`config.mk`:
```
export PLATFORM = sky130hd
export DESIGN_NAME = eight_axis_servo_jog_controller_top
export DESIGN_NICKNAME = d
export VERILOG_FILES = /design/src/hdl/sjc_pkg.sv /design/src/hdl/sjc_jog_map.sv /design/src/hdl/sjc_step_unit.sv /design/src/hdl/eight_axis_servo_jog_controller_top.sv
export VERILOG_INCLUDE_DIRS = /design/src /design/src/hdl
export SDC_FILE = /design/constraint.sdc
export NUM_CORES = 1
export LEC_CHECK = 0
export BUFFER_PORTS_ARGS = -buffer_cell sky130_fd_sc_hd__clkbuf_2
export CORE_MARGIN = 2
export CORE_UTILIZATION = 55
export DETAILED_ROUTE_END_ITERATION = 7
export PLACE_DENSITY = 0.79
export SLEW_MARGIN = 15
export SYNTH_ARGS = -nofsm -noshare
export SYNTH_HDL_FRONTEND = slang
export SYNTH_HIERARCHICAL = 1
export SYNTH_SLANG_ARGS = --single-unit
```
`constraint.sdc`:
```
create_clock -name clk -period 7.25 [get_ports clk]
set_input_delay 1.8125 -clock clk [delete_from_list [all_inputs] [get_ports clk]]
set_output_delay 1.8125 -clock clk [all_outputs]
set_load 0.01 [all_outputs]
```
`src/hdl/eight_axis_servo_jog_controller_top_macros.svh`:
```
// ----------------------------------------------------------------------------
// servo jog controller assertion macros
// shared assertion forms used by the jog controller rtl
// ----------------------------------------------------------------------------
`ifndef EIGHT_AXIS_SERVO_JOG_CONTROLLER_TOP_MACROS_SVH
`define EIGHT_AXIS_SERVO_JOG_CONTROLLER_TOP_MACROS_SVH

// same-cycle implication
`define SJC_ASSERT_NOW(label, ante, cons, msg) \
  label: assert property (@(posedge clk) disable iff (!rst_n) (ante) |-> (cons)) \
    else $error(msg);

// next-cycle implication
`define SJC_ASSERT_NEXT(label, ante, cons, msg) \
  label: assert property (@(posedge clk) disable iff (!rst_n) (ante) |=> (cons)) \
    else $error(msg);

`endif

```
`src/hdl/sjc_pkg.sv`:
```
// ----------------------------------------------------------------------------
// servo jog controller package
// types, constants and codes shared by the jog controller modules
// ----------------------------------------------------------------------------
package sjc_pkg;

  localparam int SERVO_COUNT         = 8;
  localparam int UPDATE_PERIOD_TICKS = 20;
  localparam int POSITION_BITS       = 10;

  localparam int N_SERVOS  = 8;
  localparam int IDX_W     = 3;
  localparam int PACK_BITS = 10;
  localparam int PACK_W    = 40;
  localparam int VEL_W     = 8;
  localparam int STEP_W    = 7;
  localparam int TICK_W    = 16;

  localparam logic [7:0] STICK_NEG_MAX = 8'd108;
  localparam logic [7:0] STICK_POS_MIN = 8'd148;

  localparam logic [PACK_BITS-1:0] POS_MASK = PACK_BITS'((1 << POSITION_BITS) - 1);

  localparam logic [PACK_W-1:0] LOWER_RESET = '0;
  localparam logic [PACK_W-1:0] UPPER_RESET = {4{10'd1000}};
  localparam logic [PACK_W-1:0] HOME_RESET  = {4{10'd500}};
  localparam logic [STEP_W-1:0] STEP_RESET  = 7'd10;

  typedef enum logic [1:0] {
    KIND_SAMPLE = 2'd0,
    KIND_TICK   = 2'd1,
    KIND_HOME   = 2'd2
  } kind_t;

  typedef enum logic [2:0] {
    CFG_LOWER_A = 3'd0,
    CFG_LOWER_B = 3'd1,
    CFG_UPPER_A = 3'd2,
    CFG_UPPER_B = 3'd3,
    CFG_HOME_A  = 3'd4,
    CFG_HOME_B  = 3'd5,
    CFG_REVERSE = 3'd6,
    CFG_STEP    = 3'd7
  } cfg_reg_t;

  typedef enum logic [1:0] {
    ST_IDLE,
    ST_CALC,
    ST_EMIT
  } state_t;

  typedef struct packed {
    logic [1:0] kind;
    logic [7:0] stick_lx;
    logic [7:0] stick_ly;
    logic [7:0] stick_rx;
    logic [7:0] stick_ry;
    logic [7:0] buttons;
  } in_word_t;

  typedef struct packed {
    logic [3:0] servo_id;
    logic [9:0] position;
    logic       last;
  } out_word_t;

  typedef logic [N_SERVOS-1:0][VEL_W-1:0] vel_vec_t;

  typedef struct packed {
    logic [PACK_BITS-1:0] new_pos;
    logic                 hold;
  } step_res_t;

endpackage

```
`src/hdl/sjc_jog_map.sv`:
```
// ----------------------------------------------------------------------------
// servo jog controller velocity map
// turns one gamepad word into a signed velocity for each servo
// ----------------------------------------------------------------------------
module sjc_jog_map import sjc_pkg::*; (
  input  in_word_t          pad,
  input  logic [7:0]        reverse,
  input  logic [STEP_W-1:0] step,
  output vel_vec_t          vel
);

  logic [N_SERVOS-1:0] move;
  logic [N_SERVOS-1:0] minus;
  logic [VEL_W-1:0]    step_pos;
  logic [VEL_W-1:0]    step_neg;

  always_comb begin
    move[0]  = (pad.stick_lx <= STICK_NEG_MAX) || (pad.stick_lx >= STICK_POS_MIN);
    minus[0] = pad.stick_lx <= STICK_NEG_MAX;
    move[1]  = (pad.stick_ly <= STICK_NEG_MAX) || (pad.stick_ly >= STICK_POS_MIN);
    minus[1] = pad.stick_ly <= STICK_NEG_MAX;
    move[2]  = (pad.stick_rx <= STICK_NEG_MAX) || (pad.stick_rx >= STICK_POS_MIN);
    minus[2] = pad.stick_rx <= STICK_NEG_MAX;
    move[3]  = (pad.stick_ry <= STICK_NEG_MAX) || (pad.stick_ry >= STICK_POS_MIN);
    minus[3] = pad.stick_ry <= STICK_NEG_MAX;
    // first button of each pair wins
    move[4]  = pad.buttons[0] || pad.buttons[1];
    minus[4] = pad.buttons[0];
    move[5]  = pad.buttons[2] || pad.buttons[3];
    minus[5] = pad.buttons[2];
    move[6]  = pad.buttons[4] || pad.buttons[5];
    minus[6] = pad.buttons[4];
    move[7]  = pad.buttons[6] || pad.buttons[7];
    minus[7] = !pad.buttons[6];
  end

  assign step_pos = {1'b0, step};
  assign step_neg = VEL_W'(0) - step_pos;

  always_comb begin
    for (int i = 0; i < N_SERVOS; i++) begin
      if (!move[i]) begin
        vel[i] = '0;
      end else if (minus[i] ^ reverse[i]) begin
        vel[i] = step_neg;
      end else begin
        vel[i] = step_pos;
      end
    end
  end

endmodule

```
`src/hdl/sjc_step_unit.sv`:
```
// ----------------------------------------------------------------------------
// servo jog controller step unit
// shared add and clamp used once per servo during an update
// ----------------------------------------------------------------------------
module sjc_step_unit import sjc_pkg::*; (
  input  logic [PACK_BITS-1:0] pos,
  input  logic [VEL_W-1:0]     vel,
  input  logic [PACK_BITS-1:0] lo,
  input  logic [PACK_BITS-1:0] hi,
  output step_res_t            res
);

  logic signed [PACK_BITS+1:0] sum;
  logic signed [PACK_BITS+1:0] lo_s;
  logic signed [PACK_BITS+1:0] hi_s;
  logic signed [PACK_BITS+1:0] clamped;

  assign sum  = $signed({2'b00, pos}) + $signed({{(PACK_BITS+2-VEL_W){vel[VEL_W-1]}}, vel});
  assign lo_s = $signed({2'b00, lo});
  assign hi_s = $signed({2'b00, hi});

  always_comb begin
    if (sum < lo_s) begin
      clamped = lo_s;
    end else if (sum > hi_s) begin
      clamped = hi_s;
    end else begin
      clamped = sum;
    end
  end

  // clamped always lands in the unsigned position range
  assign res.new_pos = clamped[PACK_BITS-1:0];
  assign res.hold    = clamped[PACK_BITS-1:0] == pos;

endmodule

```
`src/hdl/eight_axis_servo_jog_controller_top.sv`:
```
// Gamepad and home words are taken in the idle state and in_ready stays high.
// A tick word is taken the same way; when the update interval ends, in_ready drops while
// the single shared add and clamp unit steps through each servo (SERVO_COUNT) in turn,
// then results leave one per cycle while out_ready is high, with each skipped servo
// below the last mover passed over in turn and a closing step before in_ready returns.
// Synchronous active-low reset clears servo state and tick count, restores registers.
// ----------------------------------------------------------------------------
// servo jog controller top level
// config registers, servo state, update sequencer and result channel
// ----------------------------------------------------------------------------
`include "eight_axis_servo_jog_controller_top_macros.svh"

module eight_axis_servo_jog_controller_top import sjc_pkg::*; (
  input  logic              clk,
  input  logic              rst_n,
  input  logic              in_valid,
  output logic              in_ready,
  input  in_word_t          in_data,
  output logic              out_valid,
  input  logic              out_ready,
  output out_word_t         out_data,
  input  logic              cfg_we,
  input  logic [2:0]        cfg_index,
  input  logic [PACK_W-1:0] cfg_data
);

  logic [PACK_W-1:0] lower_a_r, lower_b_r, upper_a_r, upper_b_r, home_a_r, home_b_r;
  logic [7:0]        reverse_r;
  logic [STEP_W-1:0] step_r;

  state_t                   state_r, state_nxt;
  logic [IDX_W-1:0]         idx_r, idx_nxt;
  logic [N_SERVOS-1:0]      mask_r, mask_nxt;
  logic [TICK_W-1:0]        elapsed_r, elapsed_nxt;
  logic [PACK_BITS-1:0]     pos_r   [N_SERVOS];
  logic [PACK_BITS-1:0]     pos_nxt [N_SERVOS];
  vel_vec_t                 vel_r, vel_nxt;

  vel_vec_t                 pad_vel;
  step_res_t                step_res;
  logic [2*PACK_W-1:0]      lo_vec, hi_vec, home_vec;
  logic [PACK_BITS-1:0]     cur_lo, cur_hi;
  logic [TICK_W-1:0]        elapsed_inc;
  logic                     in_fire;

  // config port
  always_ff @(posedge clk) begin
    if (!rst_n) begin
      lower_a_r <= LOWER_RESET;
      lower_b_r <= LOWER_RESET;
      upper_a_r <= UPPER_RESET;
      upper_b_r <= UPPER_RESET;
      home_a_r  <= HOME_RESET;
      home_b_r  <= HOME_RESET;
      reverse_r <= '0;
      step_r    <= STEP_RESET;
    end else if (cfg_we) begin
      case (cfg_index)
        CFG_LOWER_A: lower_a_r <= cfg_data;
        CFG_LOWER_B: lower_b_r <= cfg_data;
        CFG_UPPER_A: upper_a_r <= cfg_data;
        CFG_UPPER_B: upper_b_r <= cfg_data;
        CFG_HOME_A:  home_a_r  <= cfg_data;
        CFG_HOME_B:  home_b_r  <= cfg_data;
        CFG_REVERSE: reverse_r <= cfg_data[7:0];
        CFG_STEP:    step_r    <= cfg_data[STEP_W-1:0];
        default: begin
        end
      endcase
    end
  end

  sjc_jog_map u_jog_map (
    .pad     (in_data),
    .reverse (reverse_r),
    .step    (step_r),
    .vel     (pad_vel)
  );

  assign lo_vec   = {lower_b_r, lower_a_r};
  assign hi_vec   = {upper_b_r, upper_a_r};
  assign home_vec = {home_b_r, home_a_r};
  assign cur_lo   = lo_vec[idx_r*PACK_BITS +: PACK_BITS];
  assign cur_hi   = hi_vec[idx_r*PACK_BITS +: PACK_BITS];

  sjc_step_unit u_step_unit (
    .pos (pos_r[idx_r]),
    .vel (vel_r[idx_r]),
    .lo  (cur_lo),
    .hi  (cur_hi),
    .res (step_res)
  );

  assign in_ready    = state_r == ST_IDLE;
  assign in_fire     = in_valid && in_ready;
  assign elapsed_inc = elapsed_r + TICK_W'(1);

  assign out_data.servo_id = {1'b0, idx_r} + 4'd1;
  assign out_data.position = pos_r[idx_r];
  assign out_data.last     = (mask_r & ~(N_SERVOS'(1) << idx_r)) == '0;

  always_ff @(posedge clk) begin
    if (!rst_n) begin
      state_r   <= ST_IDLE;
      idx_r     <= '0;
      mask_r    <= '0;
      elapsed_r <= '0;
      vel_r     <= '0;
      for (int i = 0; i < N_SERVOS; i++) begin
        pos_r[i] <= '0;
      end
    end else begin
      state_r   <= state_nxt;
      idx_r     <= idx_nxt;
      mask_r    <= mask_nxt;
      elapsed_r <= elapsed_nxt;
      vel_r     <= vel_nxt;
      pos_r     <= pos_nxt;
    end
  end

  always_comb begin
    state_nxt   = state_r;
    idx_nxt     = idx_r;
    mask_nxt    = mask_r;
    elapsed_nxt = elapsed_r;
    vel_nxt     = vel_r;
    pos_nxt     = pos_r;
    out_valid   = 1'b0;
    case (state_r)
      ST_IDLE: begin
        if (in_fire) begin
          case (in_data.kind)
            KIND_SAMPLE: vel_nxt = pad_vel;
            KIND_HOME: begin
              vel_nxt = '0;
              for (int i = 0; i < N_SERVOS; i++) begin
                pos_nxt[i] = home_vec[i*PACK_BITS +: PACK_BITS];
              end
            end
            KIND_TICK: begin
              if (elapsed_inc >= TICK_W'(UPDATE_PERIOD_TICKS)) begin
                elapsed_nxt = '0;
                idx_nxt     = '0;
                mask_nxt    = '0;
                state_nxt   = ST_CALC;
              end else begin
                elapsed_nxt = elapsed_inc;
              end
            end
            default: begin
            end
          endcase
        end
      end
      ST_CALC: begin
        if (vel_r[idx_r] != '0) begin
          if (step_res.hold) begin
            vel_nxt[idx_r] = '0;
          end else begin
            pos_nxt[idx_r]  = step_res.new_pos & POS_MASK;
            mask_nxt[idx_r] = 1'b1;
          end
        end
        if (idx_r == IDX_W'(SERVO_COUNT - 1)) begin
          idx_nxt   = '0;
          state_nxt = ST_EMIT;
        end else begin
          idx_nxt = idx_r + IDX_W'(1);
        end
      end
      ST_EMIT: begin
        if (mask_r == '0) begin
          state_nxt = ST_IDLE;
        end else if (mask_r[idx_r]) begin
          out_valid = 1'b1;
          if (out_ready) begin
            mask_nxt[idx_r] = 1'b0;
            idx_nxt         = idx_r + IDX_W'(1);
          end
        end else begin
          idx_nxt = idx_r + IDX_W'(1);
        end
      end
      default: state_nxt = ST_IDLE;
    endcase
  end

  `SJC_ASSERT_NOW(a_out_only_in_emit, out_valid, state_r == ST_EMIT && !in_ready, "word offered outside emit")
  `SJC_ASSERT_NEXT(a_out_pops_mask, out_valid && out_ready, $countones(mask_r) == $countones($past(mask_r)) - 1, "accepted word did not retire one servo")
  `SJC_ASSERT_NOW(a_tick_bound, 1'b1, elapsed_r < TICK_W'(UPDATE_PERIOD_TICKS), "tick count past update period")
  `SJC_ASSERT_NEXT(a_calc_starts_clear, state_r == ST_IDLE && state_nxt == ST_CALC, mask_r == '0 && idx_r == '0, "update started with stale mover set")

endmodule

```
### Yosys cells after proc, flatten, opt, wreduce, memory -nomap -nowiden

Index checks and enable logic that the tools add are counted.

* register bits: 428
* bits of input ports: 90
* output and inout port bits: 17
* logic and storage cells: 198

* $add $sub $neg: 5
* multiply operators: 1
* magnitude comparators: 15
* eq/ne operators: 27
* shift-type cells: 3
* mux-type cells: 69
* bitwise gates (word level): 16
* reduce and logical (&&, ||, !) cells: 34

Operators by type and width (number)
* $mux W80: 4
* $pmux W64 S2: 2
* $mux W8: 26
* $mux W64: 3
* $pmux W80 S2: 1
* $shiftx A80 B8 Y10: 2
* $bwmux W80: 1
* $and A64 B64 Y64: 1
* $not A64 Y64: 1
* $mux W10: 5
* $ge A8 B8 Y1 const B: 4
* $le A8 B7 Y1 const B: 4
* $bmux W10 S3: 1
* $demux W10 S3: 1
* $bmux W8 S3: 1
* $demux W8 S3: 1
* $pmux W8 S3: 1
* $mux W3: 7
* $add A16 B1 Y16 const B: 1
* $and A8 B8 Y8: 2
* $ge A16 B5 Y1 const B: 1
* $logic_not A8 Y1: 2
* $mux W16: 1
* $ne A2 B2 Y1 const B: 8
* 44 further kinds: 89

### Depth between registers and ports, before layout

Gate-level depths: netlist of the first run.

* depth in word-level cells: 12
* mapped depth: 32
* mapped depth without buffers: 28

### Cells and area by module

Netlist of the first run, hierarchy kept.

Modules (own cells, without submodules)
* eight_axis_servo_jog_controller_top: times used 1, cells each 2277, area each 18263.8 sq um, seq. area each 8568.2 sq um
* sjc_jog_map: times used 1, cells each 307, area each 1903.1 sq um, seq. area each 0.0 sq um
* sjc_step_unit: times used 1, cells each 221, area each 1622.8 sq um, seq. area each 0.0 sq um

### Worst setup path before layout of the first run

No wires, ideal clock.

* path type: flip-flop to flip-flop
* start: register idx_r[0]
* end: register vel_r[1] (netlist name)
* library setup time: 0.117 ns
* data arrival time: 6.278 ns
* required time: 7.133 ns
* setup slack: 0.855 ns
* stages on the path, launching flop included: 32
* path buffers: 4
* period minus slack after synthesis: 6.395 ns
* path through: dfxtp_1 > buf_6 > buf_2 > buf_4 > nor3_1 > clkbuf_1 > a22oi_1 > nand4_1 > ha_1 > inv_1 > fa_1 > nor2b_1 > o31a_1 > o21a_1 > nor2_1 > xnor2_1 > ha_1 > nand2_1 > nor3_1 > o21ai_0 > a31oi_2 > a32oi_2 > nand2_4 > a21oi_1 > or4_1 > a22oi_1 > and4b_1 > mux2i_1 > a21oi_1 > o21ai_4 > o21a_4 > a22o_1

RTL lines
* start, declared: line eight_axis_servo_jog_controller_top.sv:32 `logic [IDX_W-1:0] idx_r, idx_nxt;`
* start signal, assigned: line eight_axis_servo_jog_controller_top.sv:114 `idx_r <= idx_nxt;`
* end signal, assigned: line eight_axis_servo_jog_controller_top.sv:117 `vel_r <= vel_nxt;`
* end, declared: line eight_axis_servo_jog_controller_top.sv:37 `vel_vec_t vel_r, vel_nxt;`

==> results of run 1 <==
[sequential cells by signal, indices dropped and copies added (netlist names)]
| register | cells |
|---|---|
| vel_r | 64 |
| elapsed_r | 16 |
| step_r | 7 |
| mask_r | 8 |
| state_r | 2 |
| idx_r | 3 |
| lower_b_r | 40 |
| upper_a_r | 40 |
| reverse_r | 8 |
| lower_a_r | 40 |
| upper_b_r | 40 |
| home_a_r | 40 |
| home_b_r | 40 |
| pos_r | 80 |
[path summary, 6_finish.rpt]
check | start | cells past startpoint | slack, ns | end
max reg2reg | idx_r[1] | 26 | 0.27 | vel_r[3]
min reg2reg | home_a_r[10] | 2 | 0.45 | home_a_r[10]
min | home_a_r[10] | 2 | 0.45 | home_a_r[10]
max | idx_r[1] | 26 | 0.27 | vel_r[3]
[cell usage in the layout (no fill, tap or decap), drive strengths merged, types with 23 or more instances in the layout]
cell	Yosys	final
nor3	32	32
o31ai	25	25
o21ai	206	206
o211ai	52	52
a21oi	238	238
inv	137	139
nand4	34	34
o21a	29	29
a22oi	122	122
ha	42	42
buf	32	73
clkbuf	187	173
a22o	68	68
nand3	162	162
nand2	612	612
dfxtp	428	428
mux2i	23	23
nor2	86	86
[metrics by stage]
step                setup TNS (ns)  setup slack (ns)  util, %  cell area [um2]  cells
global placement                 0            0.2589    58.20            22650   3276
finish                           0            0.2657    62.26            24230   3361
CTS                              0            0.1055    62.02            24140   3354
global route              -0.01905         -0.009400    62.26            24230   3361
floorplan                        0            0.8550        -            21790   2805
detailed placement               0            0.1518    58.20            22650   3276
[routing by layer]
| layer | share of wire [%] | GRT usage [%] |
|---|---|---|
| met1 | 42 | 46.44 |
| met2 | 45 | 50.62 |
| met3 | 10 | 5.217 |
| met4 | 2.8 | 11.21 |
| met5 | 0 | 0 |
[cell type report]
class | count | area share, %
multi-input combinational | 2019 | 49.04
sequential | 428 | 35.38
timing repair buffer | 179 | 4.591
clock inverter | 11 | 0.6610
clock buffer | 67 | 5.484
tap | 518 | 2.675
inverter | 139 | 2.164
[kinds of logic (layout without fill, tap and decap cells)]
| logic type | after synthesis | after routing |
|---|---|---|
| adder cells (fa/ha/maj) | 43 | 43 |
| multiplexers | 40 | 40 |
| flip-flops | 428 | 428 |
| AND/OR/NAND/NOR | 1052 | 1052 |
| buffers and inverters | 358 | 396 |
| AO/OA/AOI/OAI | 862 | 862 |
| XOR/XNOR | 22 | 22 |
[worst register-to-register path: cells and delay by family (launching register included)]
| family | cells | cell delay (ns) |
|---|---|---|
| AOI/OAI and AO/OA | 14 | 3.44 |
| DFF | 1 | 0.52 |
| xor gates and xnor gates | 1 | 0.15 |
| buffers and inverters | 2 | 0.37 |
| adders and majority gates | 2 | 0.73 |
| muxes | 1 | 0.11 |
| and+or+nand+nor | 6 | 1.57 |
[power by group through the flow]
stage          Combinational, mW  Sequential [mW]  Clock [mW]
6_report                   0.540             2.45        2.34
3_5_place_dp               0.519             2.50           0
2_1_floorplan              0.370             2.49           0
4_1_cts                    0.523             2.45        2.35
3_3_place_gp               0.506             2.50           0
5_1_grt                    0.584             2.46        2.46
[repair_timing]
action                     in CTS  in global routing
resized for setup               0                 11
buffers inserted                0                  7
setup endpoints to repair       0                152
==> out/qor.txt, run 1 <==
status: finished clean
CTS tree: yes
Flop pwr share: 46.0%
post-synthesis adder-cell area fraction: 2.504%
main combinational cell family by area after synthesis: compound AO/OA/AOI/OAI gates
Yosys top cell by area: dfxtp_1
CP Launch Type: flop
Required @ worst endpoint: 7.71 ns
First-pass DRT Iterations: 6
clk_lat worst skew: 0.58 ns
Post-synth EDFFs: 0
critical path class: flop to flop
Switch Pwr: 1.352 mW
CTS sink count: 428
vias in the first global route: 19.72k
Avg Cell Area, Syn: 7.768 um2
share of cells above drive strength 1: 11.99%
Max Cap Viol: 0
Max-slew headroom: 27.24%
Gate Count Post-Synth: 2805
register area: 8572 um2
vias per inst: 6.308
row count: 72
synth top area cells: dfxtp_1 39%, nand2_1 11%, a21oi_1 5.5%, o21ai_0 4.5%, a22oi_1 4.2%
LEAKAGE: 9.362 nW
top-count cell post-synth: nand2_1
crit end category: flop
drt wl/cell: 20.51 um
Die H: 203.0 um
crit path DAT: 7.45 ns
WL final: 68.95 mm
post-synthesis simple-gate area fraction: 21.83%
clock slew at reported path FFs: 0.06 ns
nets@finish: 2945
switch share: 25.35%
async set-or-reset flop fraction in the synthesized netlist: 0%
critical path's top delay family: compound AO/OA/AOI/OAI gates
die width: 203.0 um
Fin Clk Skew: 0.01848 ns
Layout area overhead: 11.19%
Synth Cell Area: 21790 um2
Max Fclk: 143.2 MHz
distinct cell type count after synthesis: 98
Slowest-stage cell, CP: or3_1
routability cong.: 0.9445
Slew Limit Fails: 0
pwr dens: 220.1 nW/um2
Fill cells: 3429
htree depth: 2
CTS Hold Bufs: 0
Overall Global Routing Usage: 32.74%
min-delay worst type: flop to flop
CP Buf/Inv Count: 2
total power: 5.334 mW
VDD IR max: 0.2580 mV
total CTS buffers: 45
hold slack: 0.4540 ns
post-synthesis sequential area ratio: 39.32%
global route overflow: 0
Remaining DRCs: 0
DIE AREA: 41230 um2
Port-buffer cells: 106
global-route wire length before repair: 108.4 mm
final hold vios: 0
# diodes: 0
Multi-input gate area: 11880 um2
via count: 21.20k
Core ar.: 38920 um2
largest net degree at the start of global routing: 203
synth warn: 6
Top FF cell, synth: dfxtp_1
Final setup viols: 0
Min Clock Period, post-route: 6.984 ns
xor and xnor area share after synthesis: 0.8843%
Power Internal: 3.981 mW
starting density of the core: 55.99%
DP HPWL: 47.57 mm
Final ANT Viol Nets: 0
FF+latch count, synth: 428
period utilisation layout: 96.34%
Gate power share: 10.1%
Worst-Margin Slew: 1.082 ns
io pins: 107
slowest stage delay, CP: 0.72 ns
top-area cell type share of the netlist area: 39.32%
mux share of post-synthesis cell area: 2.400%
complex-gate fraction of the synthesized area: 26.41%
net count after synthesis: 2938
Clk pwr share: 43.9%
CTS root buf: clkbuf_16
top post-synthesis cells by count: 611 x nand2_1, 428 x dfxtp_1, 238 x a21oi_1, 198 x o21ai_0, 170 x clkbuf_1
initial antenna violation count: 0
Max Root-Sink Buffers: 3
CP max FO: 19
Initial DRC Count: 2856
No activity file was read; power rests on OpenSTA's default activity.
==> run 2: changes to the inputs <==
- CORE_ASPECT_RATIO: unset -> 0.9
- CORE_UTILIZATION: 55 -> 35
- PLACE_DENSITY: 0.79 -> 0.56
==> run 2 against run 1 <==
Clock skew rose by 0.021 ns. Clock power rose by 4%. Sequential power barely moved. Non-clock buffer count fell by 8. Core utilization fell by 22 points. Via count fell by 1.7%.
==> out/qor.txt, run 2 (synthesis results as in run 1) <==
Required @ worst endpoint: 7.70 ns
CP max FO: 29
FF-to-FF path depth: 28
slowest stage delay, CP: 0.57 ns
clk_lat worst skew: 0.60 ns
setup tns final: 0 ns
Port-buffer cells: 106
Layout area overhead: 13.61%
CTS sink count: 428
r2r setup slk: 0.42 ns
Final setup viols: 0
DIE AREA: 64270 um2
Overall Global Routing Usage: 23.13%
Fin Clk Skew: 0.03937 ns
Max Fclk: 146.3 MHz
WHS Path Cells: 2
die width: 267.0 um
largest net degree at the start of global routing: 249
status: finished clean
Post CTS Setup Buffer Count: 0
Core ar.: 61440 um2
vias in the first global route: 19.33k
CTS root buf: clkbuf_16
Max Cap Viol: 0
Worst Hold Path EP: home_a_r[11]
Die H: 240.7 um
# diodes: 0
Slew Limit Fails: 0
CP Launch Type: flop
crit end category: flop
period utilisation layout: 94.26%
total CTS buffers: 46
via count: 20.84k
Min Clock Period, post-route: 6.834 ns
Slowest-stage cell, CP: mux4_1
r2r endpoint: pos_r[34]
biggest regs: pos_r (80), vel_r (64)
routability cong.: 0.9583
global-route wire length before repair: 116.0 mm
global route overflow: 0
WL final: 76.13 mm
share of cells above drive strength 1: 11.97%
First-pass DRT Iterations: 5
pre-CTS setup slack: 0.1111 ns
Worst-Margin Slew: 1.222 ns
Final ANT Viol Nets: 0
initial antenna violation count: 4
LEAKAGE: 9.385 nW
crit path DAT: 7.29 ns
VDD IR max: 0.1815 mV
CTS tree: yes
Most Frequent Cell on Critical Path: mux2i_1
row count: 86
io pins: 107
commonest non-fill, non-tap cell in the layout: nand2_1
vias per inst: 5.668
most frequent cells in the layout: 611 x nand2_1, 426 x dfxtp_1, 237 x a21oi_1
DP HPWL: 53.18 mm
Max-slew headroom: 18.51%
nets@finish: 2938
final hold vios: 0
Reg with most FFs: pos_r
max reg flops: 80
RSZ-0062 raised after global routing: no
worst setup path startpoint: idx_r[0]
drt wl/cell: 20.70 um
Final WS setup: 0.4161 ns
pwr dens: 220.3 nW/um2
r2r startpoint: idx_r[0]
min-delay worst type: flop to flop
Hold Path Origin: home_a_r[11]
htree depth: 2
clock slew at reported path FFs: 0.06 ns
Initial DRC Count: 1932
starting density of the core: 35.46%
critical path class: flop to flop
Max Root-Sink Buffers: 3
Remaining DRCs: 0
-- run 2: worst max path at each step --
| stage | endpoint | slack [ns] | depth (start not counted) |
|---|---|---|---|
| global route | vel_r[2] | 0.02 | 28 |
| finish | pos_r[34] | 0.42 | 28 |
| floorplan | vel_r[1] | 0.85 | 31 |
| detailed placement | pos_r[31] | 0.11 | 27 |
| global placement | pos_r[35] | 0.27 | 27 |
| CTS | pos_r[31] | 0.06 | 27 |
-- run 2: cell type report --
type,count,area [um2]
clock buffers,72,1390
clock inverters,12,183.9
flip-flops and latches,428,8571
multi-input cells,2019,11910
repair buffers,171,1127
well taps,836,1046
inverters,139,524.3
fillers,6199,36690
-- run 2: stage by stage --
stage                     hold WS [ns]  cell area [um2]  cells  power (mW)  utilization [%]
after global placement          0.4415            23130   3593       3.039            37.65
after global routing            0.4693            24760   3677       5.658            40.29
after floorplan                 0.4341            21790   2805       2.860                -
after CTS                       0.4548            24710   3677       5.486            40.22
final                           0.4529            24760   3677       5.453            40.29
after detailed placement        0.4463            23130   3593       3.048            37.65
-- run 2: report_power, final --
part	leakage [nW]	switching (mW)	internal, mW	total (mW)
logic	5.15	0.361	0.193	0.554
clock network	0.764	1.01	1.43	2.44
registers	3.47	0.0393	2.42	2.46
total	9.39	1.41	4.04	5.45
-- run 2: layer usage --
| layer | global-route usage, % | vias up | wire [um] |
|---|---|---|---|
| li1 | - | 9952 | - |
| met1 | 33.97 | 10030 | 36330 |
| met2 | 34.40 | 729 | 32590 |
| met3 | 3.867 | 120 | 5173 |
| met4 | 7.048 | 6 | 1980 |
| met5 | 0 | - | 54 |
-- run 2: critical path: cells and delay by family (launching register included) --
family | cells | cell delay (ns)
flip-flops | 1 | 0.47
AO/OA/AOI/OAI | 9 | 2.28
buffers and inverters | 4 | 0.64
AND/OR/NAND/NOR | 7 | 0.97
adder cells (fa/ha/maj) | 3 | 0.76
multiplexers | 4 | 1.42
XOR/XNOR | 1 | 0.15
-- run 2: repair_timing --
item / CTS / global route
setup endpoints to repair: 0 / 144
gates resized for setup: 0 / 10
hold buffers: 0 / 0
